File: src/rtl/pcic_pkg.sv
`timescale 1ns / 1ps
// ----------------------------------------------------------------------------
// pcic_pkg: shared types and constants of the polygon cell inversion check
// Widths, the fault codes, the corner job record passed from front to back,
// and the coordinate difference helper.
// ----------------------------------------------------------------------------
package pcic_pkg;

  // field widths
  localparam int COORD_W        = 32;
  localparam int ID_W           = 32;
  localparam int NODE_W         = 31;
  localparam int COUNT_W        = 32;
  localparam int DELTA_W        = COORD_W + 1;
  localparam int PROD_W         = 2 * DELTA_W;

  // defaults for top level parameters
  localparam int COORD_BITS_DEF  = 32;
  localparam int QUEUE_DEPTH_DEF = 4;

  // corner slots per vertex job: the running corner and the two wrap corners
  localparam int NUM_CORNERS      = 3;
  localparam int CORNER_RUN       = 0;
  localparam int CORNER_WRAP_LAST = 1;
  localparam int CORNER_WRAP_HEAD = 2;

  typedef enum logic [1:0] {
    FAULT_NONE       = 2'd0,
    FAULT_SHORT      = 2'd1,
    FAULT_BAD_ID     = 2'd2,
    FAULT_BAD_CORNER = 2'd3
  } fault_kind_t;

  typedef logic signed [COORD_W-1:0] coord_t;
  typedef logic signed [DELTA_W-1:0] delta_t;

  // one classified vertex, waiting for the cross products
  typedef struct packed {
    logic                         new_mesh;
    logic                         last;
    logic                         short_cell;
    logic                         id_fault;
    logic [NUM_CORNERS-1:0]       corner_en;
    logic [NUM_CORNERS-1:0][DELTA_W-1:0] dx1;
    logic [NUM_CORNERS-1:0][DELTA_W-1:0] dy1;
    logic [NUM_CORNERS-1:0][DELTA_W-1:0] dx2;
    logic [NUM_CORNERS-1:0][DELTA_W-1:0] dy2;
  } corner_job_t;

  // exact difference of two coordinates
  function automatic delta_t coord_diff(coord_t a, coord_t b);
    delta_t ea;
    delta_t eb;
    ea = DELTA_W'(a);
    eb = DELTA_W'(b);
    return ea - eb;
  endfunction

endpackage

File: src/rtl/pcic_queue.sv
`timescale 1ns / 1ps
// ----------------------------------------------------------------------------
// pcic_queue: short job queue between front and back
// Register based first-in first-out buffer of corner jobs.
// ----------------------------------------------------------------------------
module pcic_queue #(
  parameter int DEPTH = pcic_pkg::QUEUE_DEPTH_DEF
) (
  input  logic                  clk,
  input  logic                  rst_n,
  input  logic                  push,
  input  pcic_pkg::corner_job_t push_job,
  output logic                  full,
  input  logic                  pop,
  output logic                  empty,
  output pcic_pkg::corner_job_t head_job
);

  localparam int PTR_W = $clog2(DEPTH);
  localparam int CNT_W = $clog2(DEPTH + 1);

  pcic_pkg::corner_job_t slot_r [DEPTH];
  logic [PTR_W-1:0] wr_ptr_r, rd_ptr_r;
  logic [CNT_W-1:0] count_r;
  logic             do_push, do_pop;

  assign full     = (count_r == CNT_W'(DEPTH));
  assign empty    = (count_r == '0);
  assign do_push  = push && !full;
  assign do_pop   = pop && !empty;
  assign head_job = slot_r[rd_ptr_r];

  // pointers and fill level
  always_ff @(posedge clk) begin
    if (!rst_n) begin
      wr_ptr_r <= '0;
      rd_ptr_r <= '0;
      count_r  <= '0;
    end else begin
      if (do_push) begin
        wr_ptr_r <= (wr_ptr_r == PTR_W'(DEPTH - 1)) ? '0 : wr_ptr_r + 1'b1;
      end
      if (do_pop) begin
        rd_ptr_r <= (rd_ptr_r == PTR_W'(DEPTH - 1)) ? '0 : rd_ptr_r + 1'b1;
      end
      if (do_push && !do_pop) begin
        count_r <= count_r + 1'b1;
      end else if (do_pop && !do_push) begin
        count_r <= count_r - 1'b1;
      end
    end
  end

  // storage
  always_ff @(posedge clk) begin
    if (do_push) begin
      slot_r[wr_ptr_r] <= push_job;
    end
  end

endmodule

File: config.mk
export PLATFORM = sky130hd
export DESIGN_NAME = pcic_queue
export DESIGN_NICKNAME = d
export VERILOG_FILES = /design/src/rtl/pcic_pkg.sv /design/src/rtl/pcic_queue.sv
export SDC_FILE = /design/constraint.sdc
export NUM_CORES = 1
export LEC_CHECK = 0
export BUFFER_PORTS_ARGS = -buffer_cell sky130_fd_sc_hd__buf_2
export CAP_MARGIN = 20
export CORE_AREA = 2 2 316 318
export DETAILED_ROUTE_END_ITERATION = 10
export DIE_AREA = 0 0 318 320
export PLACE_DENSITY = 0.83
export RECOVER_POWER = 50
export SYNTH_ARGS = -nofsm -noshare
export SYNTH_HDL_FRONTEND = slang
export SYNTH_SLANG_ARGS = --single-unit
File: constraint.sdc
create_clock -name clk -period 24.7 [get_ports clk]
set_input_delay 4.94 -clock clk [delete_from_list [all_inputs] [get_ports clk]]
set_output_delay 4.94 -clock clk [all_outputs]
set_load 0.01 [all_outputs]
==> qor.yml <==
cts.sinks: 1621
hold_ws_ns: 0.573
synth_warnings: 0
grt_max_degree: 166
cts-root-buf: "clkbuf_16"
fmax_mhz: 84.2
hold_viol: 0
pre_cts_slack_ns: 14.38
grt_pass1_wl_um: 207000
fp.dieArea_um2: 102000
powerDensity_nw_per_um2: 108
grt_use_total_pct: 28.4
nNetsFinal: 3478
end_kind: "flop"
synth_nets: 2570
drv_cap: 4
synth_area_leader_cell: "edfxtp_1"
crit_path_end: "slot_r[3][322]$_DFFE_PP_"
cp.arrival_ns: 12.26
wl_um: 144000
io_buffers: 811
max_slew_margin_pct: -205
ir_drop_uv: 94.3
vias: 28300
drt_first_pass_iters: 8
initial_core_util_pct: 59.9
violations: "max-capacitance violations, max-slew violations"
routabilityCongestion: 0.841
path_clk_slew_ns: 0.07
rr_endpoint: "slot_r[3][322]$_DFFE_PP_"
outcome: "finished, violations left"
ant_nets: 0
r2r-start: "count_r[0]$_SDFFE_PN0P_"
cts_hold_buf: 0
maxSlewViolCount: 243
finalCriticalPeriod_ns: 11.88
post_cts_buffers: 0
die_y_um: 320
worstMarginPinSlew_ns: 4.58
min_path_type: "reg2reg"
skew_ns: 0.0451
rows: 115
synth.distinct_cells: 24
worstPathRequired_ns: 25.08
nFillCells: 5536
cp_max_fo: 71
fp.dieW_um: 318
layout_setup_ws_ns: 12.82
routedWlPerCell_um: 31.9
antenna_found_initial: 47
syn-mean-instance-area_um2: 27.2
setup_viol: 0
worstSetupPathType: "in2reg"
ys_seq_area_share_pct: 82.8
start_kind: "primary input"
drcViolationCount: 0
num_io_pins: 812
synth-seq-cells: 1621
syn_inst: 2156
vias_per_cell: 6.28
syn_area_um2: 58700
dp_hpwl_um: 83800
p_leak_nw: 21.7
postCtsResizedCells: 0
ys_top_cells_by_area: "edfxtp_1 (83%), mux4_2 (15%), buf_6 (0.75%), buf_2 (0.36%), dfxtp_1 (0.31%)"
tns_ns: 0
reg2regPathDepth: 7
rsz0062_at_grt: "no"
first_global_vias: 29900
design_area_um2: 68300
synth_top_area_share_pct: 82.5
h-tree-depth: 4
tritoncts: "yes"
area_delta_synth_final_pct: 16.4
reg2reg_slack_ns: 16.37
drive_gt1_share_pct: 33.2
clock_path_buffers: 3
cts_buffers: 154
cp-startpoint: "push"
fin_crit_sh_pct: 48.1
core_area_um2: 98000
clock_latency_ns: 0.77
drt-initial-drc-count: 3152
grt.overflow.total: 0
placed_area_um2: 63900
## kinds of logic after synthesis
| group | share of synthesized area (%) |
|---|---|
| buffers and inverters | 1.25 |
| AOI/OAI and AO/OA | 0.0512 |
| muxes | 15.5 |
| xor gates and xnor gates | 0.0299 |
| adders and majority gates | 0.162 |
| and+or+nand+nor | 0.175 |
| DFF | 82.8 |
## cell usage after synthesis, drive strengths merged
master  count
fa          1
nor3        1
nand2       6
a21boi      1
xor2        1
nor2b       2
mux2i       3
dfxtp       9
and2        5
or3         1
inv         3
edfxtp   1612
clkbuf      8
buf        84
ha          6
o31ai       1
o21ai       3
xnor2       1
mux4      403
nand3       2
nor3b       1
nor2        2
## critical path: stages
cell and delay [ns]:
buf_2 0.09, nor2b_1 0.45, and2_0 0.64, clkbuf_1 2.96
buf_4 1.17, buf_4 0.91, buf_4 0.84
## worst min path at each step
stage | depth (start not counted) | start | slack (ns) | to
finish | 2 | wr_ptr_r[0]$_SDFFE_PN0P_ | 0.57 | wr_ptr_r[0]$_SDFFE_PN0P_
global route | 2 | wr_ptr_r[0]$_SDFFE_PN0P_ | 0.58 | wr_ptr_r[0]$_SDFFE_PN0P_
CTS | 2 | rd_ptr_r[0]$_SDFFE_PN0P_ | 0.58 | flop
detailed placement | 2 | rd_ptr_r[0]$_SDFFE_PN0P_ | 0.53 | flop
global placement | 2 | wr_ptr_r[1]$_SDFFE_PN0P_ | 0.48 | wr_ptr_r[1]$_SDFFE_PN0P_
floorplan | 2 | wr_ptr_r[1]$_SDFFE_PN0P_ | 0.47 | wr_ptr_r[1]$_SDFFE_PN0P_
## per-stage QoR
| step | total power, mW | utilization, % | cells |
|---|---|---|---|
| final | 7.35 | 69.7 | 4512 |
| after global routing | 7.57 | 69.7 | 4501 |
| after CTS | 7.40 | 70.1 | 4469 |
| after detailed placement | 5.11 | 65.2 | 4192 |
| after global placement | 5.04 | 65.2 | 4192 |
| after floorplan | 4.60 | - | 2156 |
## flip-flops by register name, summed over array words and instances, names as in the netlist, named ones only
| register | flops |
|---|---|
| rd_ptr_r | 2 |
| count_r | 3 |
| slot_r | 1612 |
| wr_ptr_r | 2 |
## per-layer routing
metal	global-route usage (%)	up-vias	wire (µm)	part of all wire (%)
li1	-	11300	-	-
met1	33.3	14700	46800	33
met2	48.6	1957	75800	53
met3	8.28	356	14400	10
met4	13.7	22	6830	4.7
met5	0	-	151	0.10
## report_power, final
part           internal, mW  switching [mW]  leakage, nW  total (mW)
sequential             3.36           0.115         14.8        3.48
combinational         0.695           0.923         4.51        1.62
clock                  1.25            1.01         2.33        2.26
## cells in the final DEF, fill, tap and decap left out, drive strengths merged
cell type	count
a21boi	1
and2	5
buf	439
bufinv	8
clkbuf	592
clkinv	66
clkinvlp	8
dfxtp	9
diode	40
edfxtp	1612
fa	1
ha	6
inv	11
mux2i	3
mux4	403
nand2	6
nand3	2
nor2	2
nor2b	2
nor3	1
nor3b	1
o21ai	3
o31ai	1
or3	1
xnor2	1
xor2	1
## cell type report
class | count | area [µm²] | area share (%)
diodes | 40 | 100 | 0.147
flip-flops and latches | 1621 | 48600 | 71.1
inverters | 3 | 11.3 | 0.0165
well taps | 1287 | 1610 | 2.36
multi-input cells | 440 | 9350 | 13.7
clock buffers | 187 | 4020 | 5.88
clock inverters | 90 | 769 | 1.13
repair buffers | 844 | 3860 | 5.66
Power figures use the tool's default switching activity.
