===== config.mk =====
export PLATFORM = sky130hd
export DESIGN_NAME = pcic_front_flat
export DESIGN_NICKNAME = d
export VERILOG_FILES = /design/src/rtl/pcic_pkg.sv /design/src/rtl/pcic_if.sv /design/src/rtl/pcic_front.sv /design/src/flat_wrapper.sv
export SDC_FILE = /design/constraint.sdc
export NUM_CORES = 1
export LEC_CHECK = 0
export ABC_AREA = 1
export BUFFER_PORTS_ARGS = -buffer_cell sky130_fd_sc_hd__buf_2
export CORE_AREA = 5 5 252 230
export DETAILED_ROUTE_END_ITERATION = 10
export DIE_AREA = 0 0 257 235
export HOLD_SLACK_MARGIN = 0.05
export PLACE_DENSITY = 0.77
export SLEW_MARGIN = 40
export SYNTH_ARGS = -nofsm -noshare
export SYNTH_HDL_FRONTEND = slang
export SYNTH_SLANG_ARGS = --single-unit

===== constraint.sdc =====
create_clock -name clk -period 4.65 [get_ports clk]
set_input_delay 0.2325 -clock clk [delete_from_list [all_inputs] [get_ports clk]]
set_output_delay 0.2325 -clock clk [all_outputs]
set_load 0.01 [all_outputs]

===== src/rtl/pcic_pkg.sv =====
`timescale 1ns / 1ps
// ----------------------------------------------------------------------------
// pcic_pkg: shared types and constants of the polygon cell inversion check
// Widths, the fault codes, the corner job record passed from front to back,
// and the coordinate difference helper.
// ----------------------------------------------------------------------------
package pcic_pkg;

  // field widths
  localparam int COORD_W        = 32;
  localparam int ID_W           = 32;
  localparam int NODE_W         = 31;
  localparam int COUNT_W        = 32;
  localparam int DELTA_W        = COORD_W + 1;
  localparam int PROD_W         = 2 * DELTA_W;

  // defaults for top level parameters
  localparam int COORD_BITS_DEF  = 32;
  localparam int QUEUE_DEPTH_DEF = 4;

  // corner slots per vertex job: the running corner and the two wrap corners
  localparam int NUM_CORNERS      = 3;
  localparam int CORNER_RUN       = 0;
  localparam int CORNER_WRAP_LAST = 1;
  localparam int CORNER_WRAP_HEAD = 2;

  typedef enum logic [1:0] {
    FAULT_NONE       = 2'd0,
    FAULT_SHORT      = 2'd1,
    FAULT_BAD_ID     = 2'd2,
    FAULT_BAD_CORNER = 2'd3
  } fault_kind_t;

  typedef logic signed [COORD_W-1:0] coord_t;
  typedef logic signed [DELTA_W-1:0] delta_t;

  // one classified vertex, waiting for the cross products
  typedef struct packed {
    logic                         new_mesh;
    logic                         last;
    logic                         short_cell;
    logic                         id_fault;
    logic [NUM_CORNERS-1:0]       corner_en;
    logic [NUM_CORNERS-1:0][DELTA_W-1:0] dx1;
    logic [NUM_CORNERS-1:0][DELTA_W-1:0] dy1;
    logic [NUM_CORNERS-1:0][DELTA_W-1:0] dx2;
    logic [NUM_CORNERS-1:0][DELTA_W-1:0] dy2;
  } corner_job_t;

  // exact difference of two coordinates
  function automatic delta_t coord_diff(coord_t a, coord_t b);
    delta_t ea;
    delta_t eb;
    ea = DELTA_W'(a);
    eb = DELTA_W'(b);
    return ea - eb;
  endfunction

endpackage


===== src/rtl/pcic_if.sv =====
`timescale 1ns / 1ps
// ----------------------------------------------------------------------------
// pcic channel interfaces
// Vertex request channel and cell result channel, valid/ready handshake.
// ----------------------------------------------------------------------------
interface pcic_vtx_if;
  logic                             valid;
  logic                             ready;
  logic signed [pcic_pkg::ID_W-1:0]    vertex_id;
  logic signed [pcic_pkg::COORD_W-1:0] vertex_x;
  logic signed [pcic_pkg::COORD_W-1:0] vertex_y;
  logic                             last_vertex;
  logic                             new_mesh;

  modport source (output valid, vertex_id, vertex_x, vertex_y, last_vertex, new_mesh,
                  input ready);
  modport sink   (input valid, vertex_id, vertex_x, vertex_y, last_vertex, new_mesh,
                  output ready);
endinterface



===== src/rtl/pcic_front.sv =====
`timescale 1ns / 1ps
// ----------------------------------------------------------------------------
// pcic_front: vertex intake and classification
// Holds the node count, tracks the ring (first, second, previous, current),
// checks ids and forms the edge deltas of every corner closed by a vertex.
// ----------------------------------------------------------------------------
module pcic_front #(
  parameter int COORD_BITS = pcic_pkg::COORD_BITS_DEF
) (
  input  logic                        clk,
  input  logic                        rst_n,
  input  logic                        cfg_wr_en,
  input  logic [pcic_pkg::NODE_W-1:0] cfg_wr_data,
  pcic_vtx_if.sink                    in_vtx,
  input  logic                        q_full,
  output logic                        q_push,
  output pcic_pkg::corner_job_t       q_job
);

  localparam int SHIFT = pcic_pkg::COORD_W - COORD_BITS;

  logic [pcic_pkg::NODE_W-1:0] node_count_r;
  pcic_pkg::coord_t first_x_r, first_y_r, second_x_r, second_y_r;
  pcic_pkg::coord_t prev_x_r, prev_y_r, cur_x_r, cur_y_r;
  logic [1:0]       vseen_r;
  logic             id_fault_r;

  pcic_pkg::coord_t vx_sh, vy_sh, vx, vy;
  logic             id_bad, id_fault_now, accept, ring_open;

  // node count register
  always_ff @(posedge clk) begin
    if (!rst_n) begin
      node_count_r <= '0;
    end else if (cfg_wr_en) begin
      node_count_r <= cfg_wr_data;
    end
  end

  assign in_vtx.ready = !q_full;
  assign accept       = in_vtx.valid && !q_full;
  assign q_push       = accept;

  // keep the low coordinate bits, sign extended
  always_comb begin
    vx_sh = in_vtx.vertex_x <<< SHIFT;
    vy_sh = in_vtx.vertex_y <<< SHIFT;
    vx    = vx_sh >>> SHIFT;
    vy    = vy_sh >>> SHIFT;
  end

  // id range check, negative ids are always out of range
  assign id_bad = in_vtx.vertex_id[pcic_pkg::ID_W-1] ||
                  (in_vtx.vertex_id[pcic_pkg::NODE_W-1:0] >= node_count_r);
  assign id_fault_now = id_fault_r || id_bad;
  assign ring_open    = vseen_r[1];

  // corner job: running corner plus both wrap corners on the closing vertex
  always_comb begin
    q_job            = '0;
    q_job.new_mesh   = in_vtx.new_mesh;
    q_job.last       = in_vtx.last_vertex;
    q_job.short_cell = in_vtx.last_vertex && !ring_open;
    q_job.id_fault   = id_fault_now;
    q_job.corner_en[pcic_pkg::CORNER_RUN]       = ring_open;
    q_job.corner_en[pcic_pkg::CORNER_WRAP_LAST] = ring_open && in_vtx.last_vertex;
    q_job.corner_en[pcic_pkg::CORNER_WRAP_HEAD] = ring_open && in_vtx.last_vertex;
    // previous, current, new
    q_job.dx1[pcic_pkg::CORNER_RUN] = pcic_pkg::coord_diff(cur_x_r, prev_x_r);
    q_job.dy1[pcic_pkg::CORNER_RUN] = pcic_pkg::coord_diff(cur_y_r, prev_y_r);
    q_job.dx2[pcic_pkg::CORNER_RUN] = pcic_pkg::coord_diff(vx, cur_x_r);
    q_job.dy2[pcic_pkg::CORNER_RUN] = pcic_pkg::coord_diff(vy, cur_y_r);
    // current, new, first
    q_job.dx1[pcic_pkg::CORNER_WRAP_LAST] = pcic_pkg::coord_diff(vx, cur_x_r);
    q_job.dy1[pcic_pkg::CORNER_WRAP_LAST] = pcic_pkg::coord_diff(vy, cur_y_r);
    q_job.dx2[pcic_pkg::CORNER_WRAP_LAST] = pcic_pkg::coord_diff(first_x_r, vx);
    q_job.dy2[pcic_pkg::CORNER_WRAP_LAST] = pcic_pkg::coord_diff(first_y_r, vy);
    // new, first, second
    q_job.dx1[pcic_pkg::CORNER_WRAP_HEAD] = pcic_pkg::coord_diff(first_x_r, vx);
    q_job.dy1[pcic_pkg::CORNER_WRAP_HEAD] = pcic_pkg::coord_diff(first_y_r, vy);
    q_job.dx2[pcic_pkg::CORNER_WRAP_HEAD] = pcic_pkg::coord_diff(second_x_r, first_x_r);
    q_job.dy2[pcic_pkg::CORNER_WRAP_HEAD] = pcic_pkg::coord_diff(second_y_r, first_y_r);
  end

  // ring control state
  always_ff @(posedge clk) begin
    if (!rst_n) begin
      vseen_r    <= 2'd0;
      id_fault_r <= 1'b0;
    end else if (accept) begin
      if (in_vtx.last_vertex) begin
        vseen_r    <= 2'd0;
        id_fault_r <= 1'b0;
      end else begin
        vseen_r    <= (vseen_r == 2'd3) ? vseen_r : vseen_r + 2'd1;
        id_fault_r <= id_fault_now;
      end
    end
  end

  // ring vertex registers
  always_ff @(posedge clk) begin
    if (accept) begin
      case (vseen_r)
        2'd0: begin
          first_x_r <= vx;
          first_y_r <= vy;
        end
        2'd1: begin
          second_x_r <= vx;
          second_y_r <= vy;
          prev_x_r   <= cur_x_r;
          prev_y_r   <= cur_y_r;
        end
        default: begin
          prev_x_r <= cur_x_r;
          prev_y_r <= cur_y_r;
        end
      endcase
      cur_x_r <= vx;
      cur_y_r <= vy;
    end
  end

endmodule


===== src/flat_wrapper.sv =====
// flat-port wrapper written by rule: the top's interface ports become plain ports
module pcic_front_flat 
#(
  parameter int COORD_BITS = pcic_pkg::COORD_BITS_DEF
)
  (clk, rst_n, cfg_wr_en, cfg_wr_data, q_full, q_push, q_job, in_vtx_valid, in_vtx_vertex_id, in_vtx_vertex_x, in_vtx_vertex_y, in_vtx_last_vertex, in_vtx_new_mesh, in_vtx_ready);
  pcic_vtx_if in_vtx_i ();
  input  logic clk;
  input  logic rst_n;
  input  logic cfg_wr_en;
  input  logic [pcic_pkg::NODE_W-1:0] cfg_wr_data;
  input  logic q_full;
  output logic q_push;
  output pcic_pkg::corner_job_t q_job;
  input wire logic [$bits(in_vtx_i.valid)-1:0] in_vtx_valid;
  input wire logic [$bits(in_vtx_i.vertex_id)-1:0] in_vtx_vertex_id;
  input wire logic [$bits(in_vtx_i.vertex_x)-1:0] in_vtx_vertex_x;
  input wire logic [$bits(in_vtx_i.vertex_y)-1:0] in_vtx_vertex_y;
  input wire logic [$bits(in_vtx_i.last_vertex)-1:0] in_vtx_last_vertex;
  input wire logic [$bits(in_vtx_i.new_mesh)-1:0] in_vtx_new_mesh;
  output wire logic [$bits(in_vtx_i.ready)-1:0] in_vtx_ready;
  assign in_vtx_i.valid = in_vtx_valid;
  assign in_vtx_i.vertex_id = in_vtx_vertex_id;
  assign in_vtx_i.vertex_x = in_vtx_vertex_x;
  assign in_vtx_i.vertex_y = in_vtx_vertex_y;
  assign in_vtx_i.last_vertex = in_vtx_last_vertex;
  assign in_vtx_i.new_mesh = in_vtx_new_mesh;
  assign in_vtx_ready = in_vtx_i.ready;
  pcic_front #(.COORD_BITS(COORD_BITS)) u_core (.clk(clk), .rst_n(rst_n), .cfg_wr_en(cfg_wr_en), .cfg_wr_data(cfg_wr_data), .in_vtx(in_vtx_i), .q_full(q_full), .q_push(q_push), .q_job(q_job));
endmodule

==> flow_summary.rst <==
.. list-table::
   :header-rows: 1

   * - Metric
     - Value
   * - Result of the run
     - finished clean
   * - Post-CTS Setup Repair Bufs
     - 0
   * - Switching Fraction
     - a little under two fifths
   * - Commonest non-fill, non-tap cells in the layout
     - nand2_1, inv_1, buf_2
   * - Number of vias in the routed layout
     - 27,160
   * - Global-route wire length before repair
     - approximately 150,000 um
   * - Total global routing overflow
     - 0
   * - Die X-Extent
     - ~260 um
   * - CP endpoint kind
     - primary output
   * - Final critical delay including setup and external delays
     - around 3.4 ns
   * - Area of the die
     - around 60,000 um2
   * - Total nets after synthesis
     - about 4,000
   * - Post-Layout Inst Area
     - about 32,000 um2
   * - Die height
     - between 200 and 250 um
   * - Actual transition at the worst max-transition pin
     - 0.7616 ns
   * - Slew Limit Headroom
     - 49.10%
   * - Core region area
     - 54,990 um2
   * - Number of hold violations in the final report
     - 0
   * - DRT Pass-1 Iters
     - 5
   * - All-Layer GR Usage
     - 31.07%
   * - Drc violations
     - 0
   * - Peak supply drop
     - ~250 uV
   * - Routed Wire Length
     - a little under 100,000 um
   * - Placed standard-cell area
     - just under 30,000 um2
   * - Share of synthesized area occupied by flip-flops and latches
     - a little under a third
   * - Combinational share of power
     - between 30% and 40%
   * - Number of distinct standard cells referenced by the synthesized netlist
     - 40
   * - Number of max-capacitance violations reported
     - 0
   * - Initial cell density of the core
     - 49.38%
   * - Final clock period utilization by the worst path
     - between 70% and 80%
   * - Arrival time of the worst setup path
     - roughly 3.2 ns
   * - Count of yosys warnings during synthesis
     - 0
   * - Total power after layout
     - slightly above 9 mW
   * - Post-Synthesis Cell Area
     - around 27,000 um2
   * - Post-DR wirelength/cell
     - about 20 um
   * - Seq cells post-synth
     - 290
   * - Remaining antenna violation count after routing
     - 0
   * - Type of the setup path with the least slack
     - in2out
   * - Port Buffer Count
     - 536
   * - Sequential group share of total power
     - approximately a third
   * - Type of origin of the critical path
     - input port
   * - Iter 0 DRT Violations
     - about 2,400
   * - CTS sink cnt
     - 290
   * - Leakage dissipation
     - about 15 nW
   * - Number of global-route vias before repair
     - about 26,000
   * - Worst hold margin
     - approximately 0.085 ns
   * - Average size of a mapped cell
     - roughly 7.5 um2
   * - Bufs on Longest Clock Path
     - 3
   * - Number of antenna violations at the first check in global routing
     - 9
   * - Root buffer selected by CTS
     - clkbuf_16
   * - DR vias/cell
     - roughly 5.6
   * - Required arrival time at the worst endpoint
     - 4.42 ns
   * - Cells after synthesis
     - 3,613
   * - Fill cell count
     - 5,224
   * - # nets final
     - roughly 4,600
   * - Area growth, synth to finish
     - 17.48%
   * - Weighted congestion reported at the end of routability-driven placement
     - 1.007
   * - Crit path max fanout
     - 5
   * - Setup repair after global routing missed its margin
     - false
   * - Skew-Pair Late Insertion Delay
     - 0.55 ns
   * - Finish-stage setup viols
     - 0
   * - Areal power density over the cells
     - about 290 nW/um2
   * - Utilization after layout
     - around three fifths
   * - Top-Level Pins
     - 539
   * - Most common library cell in the layout ignoring fill and taps
     - nand2_1
   * - Final-layout setup total negative slack
     - 0 ns
   * - Internal power of the cells
     - roughly 6 mW
   * - Share of layout cells above drive strength 1
     - approximately 18%
   * - Number of standard cells in the layout, taps in and fillers out
     - roughly 5,000
   * - H-Tree Depth
     - 2
   * - Path type of the worst min-delay path
     - in2reg
   * - Maximum number of pins on one net before global-route repair
     - slightly above 60
   * - Placement Setup Slack
     - between 1.5 and 2 ns
   * - Clk pin slew, worst setup/hold paths
     - ~0.06 ns
   * - PostCTS Resize Cnt
     - 0
   * - Number of max-slew violations in the final report
     - 0
   * - Final HPWL DP
     - between 80,000 and 90,000 um
   * - Max frequency
     - between 0.2 and 0.3 GHz
   * - Placed cell count
     - ~4,700
   * - Clock tree from TritonCTS
     - yes
   * - Post-route clock skew
     - between 0.02 and 0.03 ns
   * - Post-layout worst setup margin
     - 1.248 ns
   * - Clock buffers created by TritonCTS
     - 36
   * - Row count
     - a little over 80
   * - Net Switching
     - about 3.5 mW
   * - Clock Power Share
     - between 30 and 40%
[power groups by stage]
stage	Sequential (mW)	Combinational (mW)	Clock, mW
6_report	3.02	3.52	2.82
5_1_grt	3.03	3.81	2.97
4_1_cts	3.02	3.49	2.85
3_5_place_dp	3.07	3.40	0
3_3_place_gp	3.07	3.39	0
2_1_floorplan	3.04	2.31	0
[cell usage after synthesis (all sizes together)]
library cell | n | area share [%]
nor4 | 4 | 0.092
nand2 | 701 | 9.9
inv | 555 | 7.7
a21boi | 15 | 0.41
a21oi | 401 | 7.6
nor3 | 58 | 1.4
a31oi | 5 | 0.12
a211oi | 6 | 0.17
clkinv | 1 | 0.014
o21ai | 294 | 6.0
nand4 | 68 | 1.6
a21o | 28 | 0.87
edfxtp | 256 | 28
buf | 138 | 3.8
and2 | 2 | 0.046
xor2 | 153 | 4.9
nand3b | 9 | 0.25
or2 | 5 | 0.12
xnor2 | 39 | 1.3
o21bai | 22 | 0.61
clkbuf | 8 | 0.11
fa | 8 | 0.59
o211ai | 7 | 0.19
o21a | 18 | 0.50
nor2 | 382 | 5.5
ha | 290 | 13
o2111ai | 2 | 0.065
dfxtp | 34 | 2.5
nand3 | 104 | 2.0
[cells by family after synthesis]
group | synth area share [%]
AO/OA/AOI/OAI | 16.54
flip-flops | 30.82
buffers and inverters | 11.60
AND/OR/NAND/NOR | 20.90
adder cells (fa/ha/maj) | 13.95
XOR/XNOR | 6.193
[layout make-up]
cell class,instances,area [um2],area share [%]
Multi-Input combinational cell,2621,15660,49.09
Sequential cell,290,8368,26.23
Clock buffer,43,979.7,3.071
Timing Repair Buffer,639,3711,11.63
Tap cell,714,893.4,2.801
Inverter,556,2090,6.550
Antenna cell,6,15.01,0.04707
Clock inverter,19,183.9,0.5766
[worst max-delay path, cell delays in order]
cell,delay (ns)
dlygate4sd3_1,0.57
buf_2,0.17
inv_1,0.05
ha_1,0.26
fa_1,0.52
o21ai_2,0.29
a21oi_2,0.13
o21ai_1,0.20
xor2_1,0.49
buf_2,0.24
[layer usage]
layer,GRT usage [%],wire length (um)
met4,11.97,4593
met1,40.97,41490
met3,5.625,7837
met5,0,23
met2,50.98,45350
[final timing paths]
path / slack, ns / startpoint / endpoint / cells after the start
worst min register to register: 0.46 / u_core.node_count_r[29] / u_core.node_count_r[29] / 2
worst min-delay path: 0.09 / in_vtx_vertex_x[16] / u_core.cur_x_r[16] / 1
worst max register to register: 2.45 / u_core.vseen_r[1] / u_core.prev_y_r[2] / 4
worst max-delay path: 1.25 / in_vtx_vertex_y[0] / q_job[12] / 10
[flip-flops by register name (all words and copies together) (netlist names), 2 cells and up]
| register | flops |
|---|---|
| u_core.first_x_r | 32 |
| u_core.second_y_r | 32 |
| u_core.cur_y_r | 32 |
| u_core.second_x_r | 32 |
| u_core.node_count_r | 31 |
| u_core.first_y_r | 32 |
| u_core.prev_x_r | 32 |
| u_core.vseen_r | 2 |
| u_core.prev_y_r | 32 |
| u_core.cur_x_r | 32 |
[repair_timing]
action / 4_1_cts / 5_1_grt
hold endpoints to repair: 198 / 0
endpoints found under the setup margin: 0 / 0
hold buffers: 94 / 0
No activity file was read; power rests on OpenSTA's default activity.
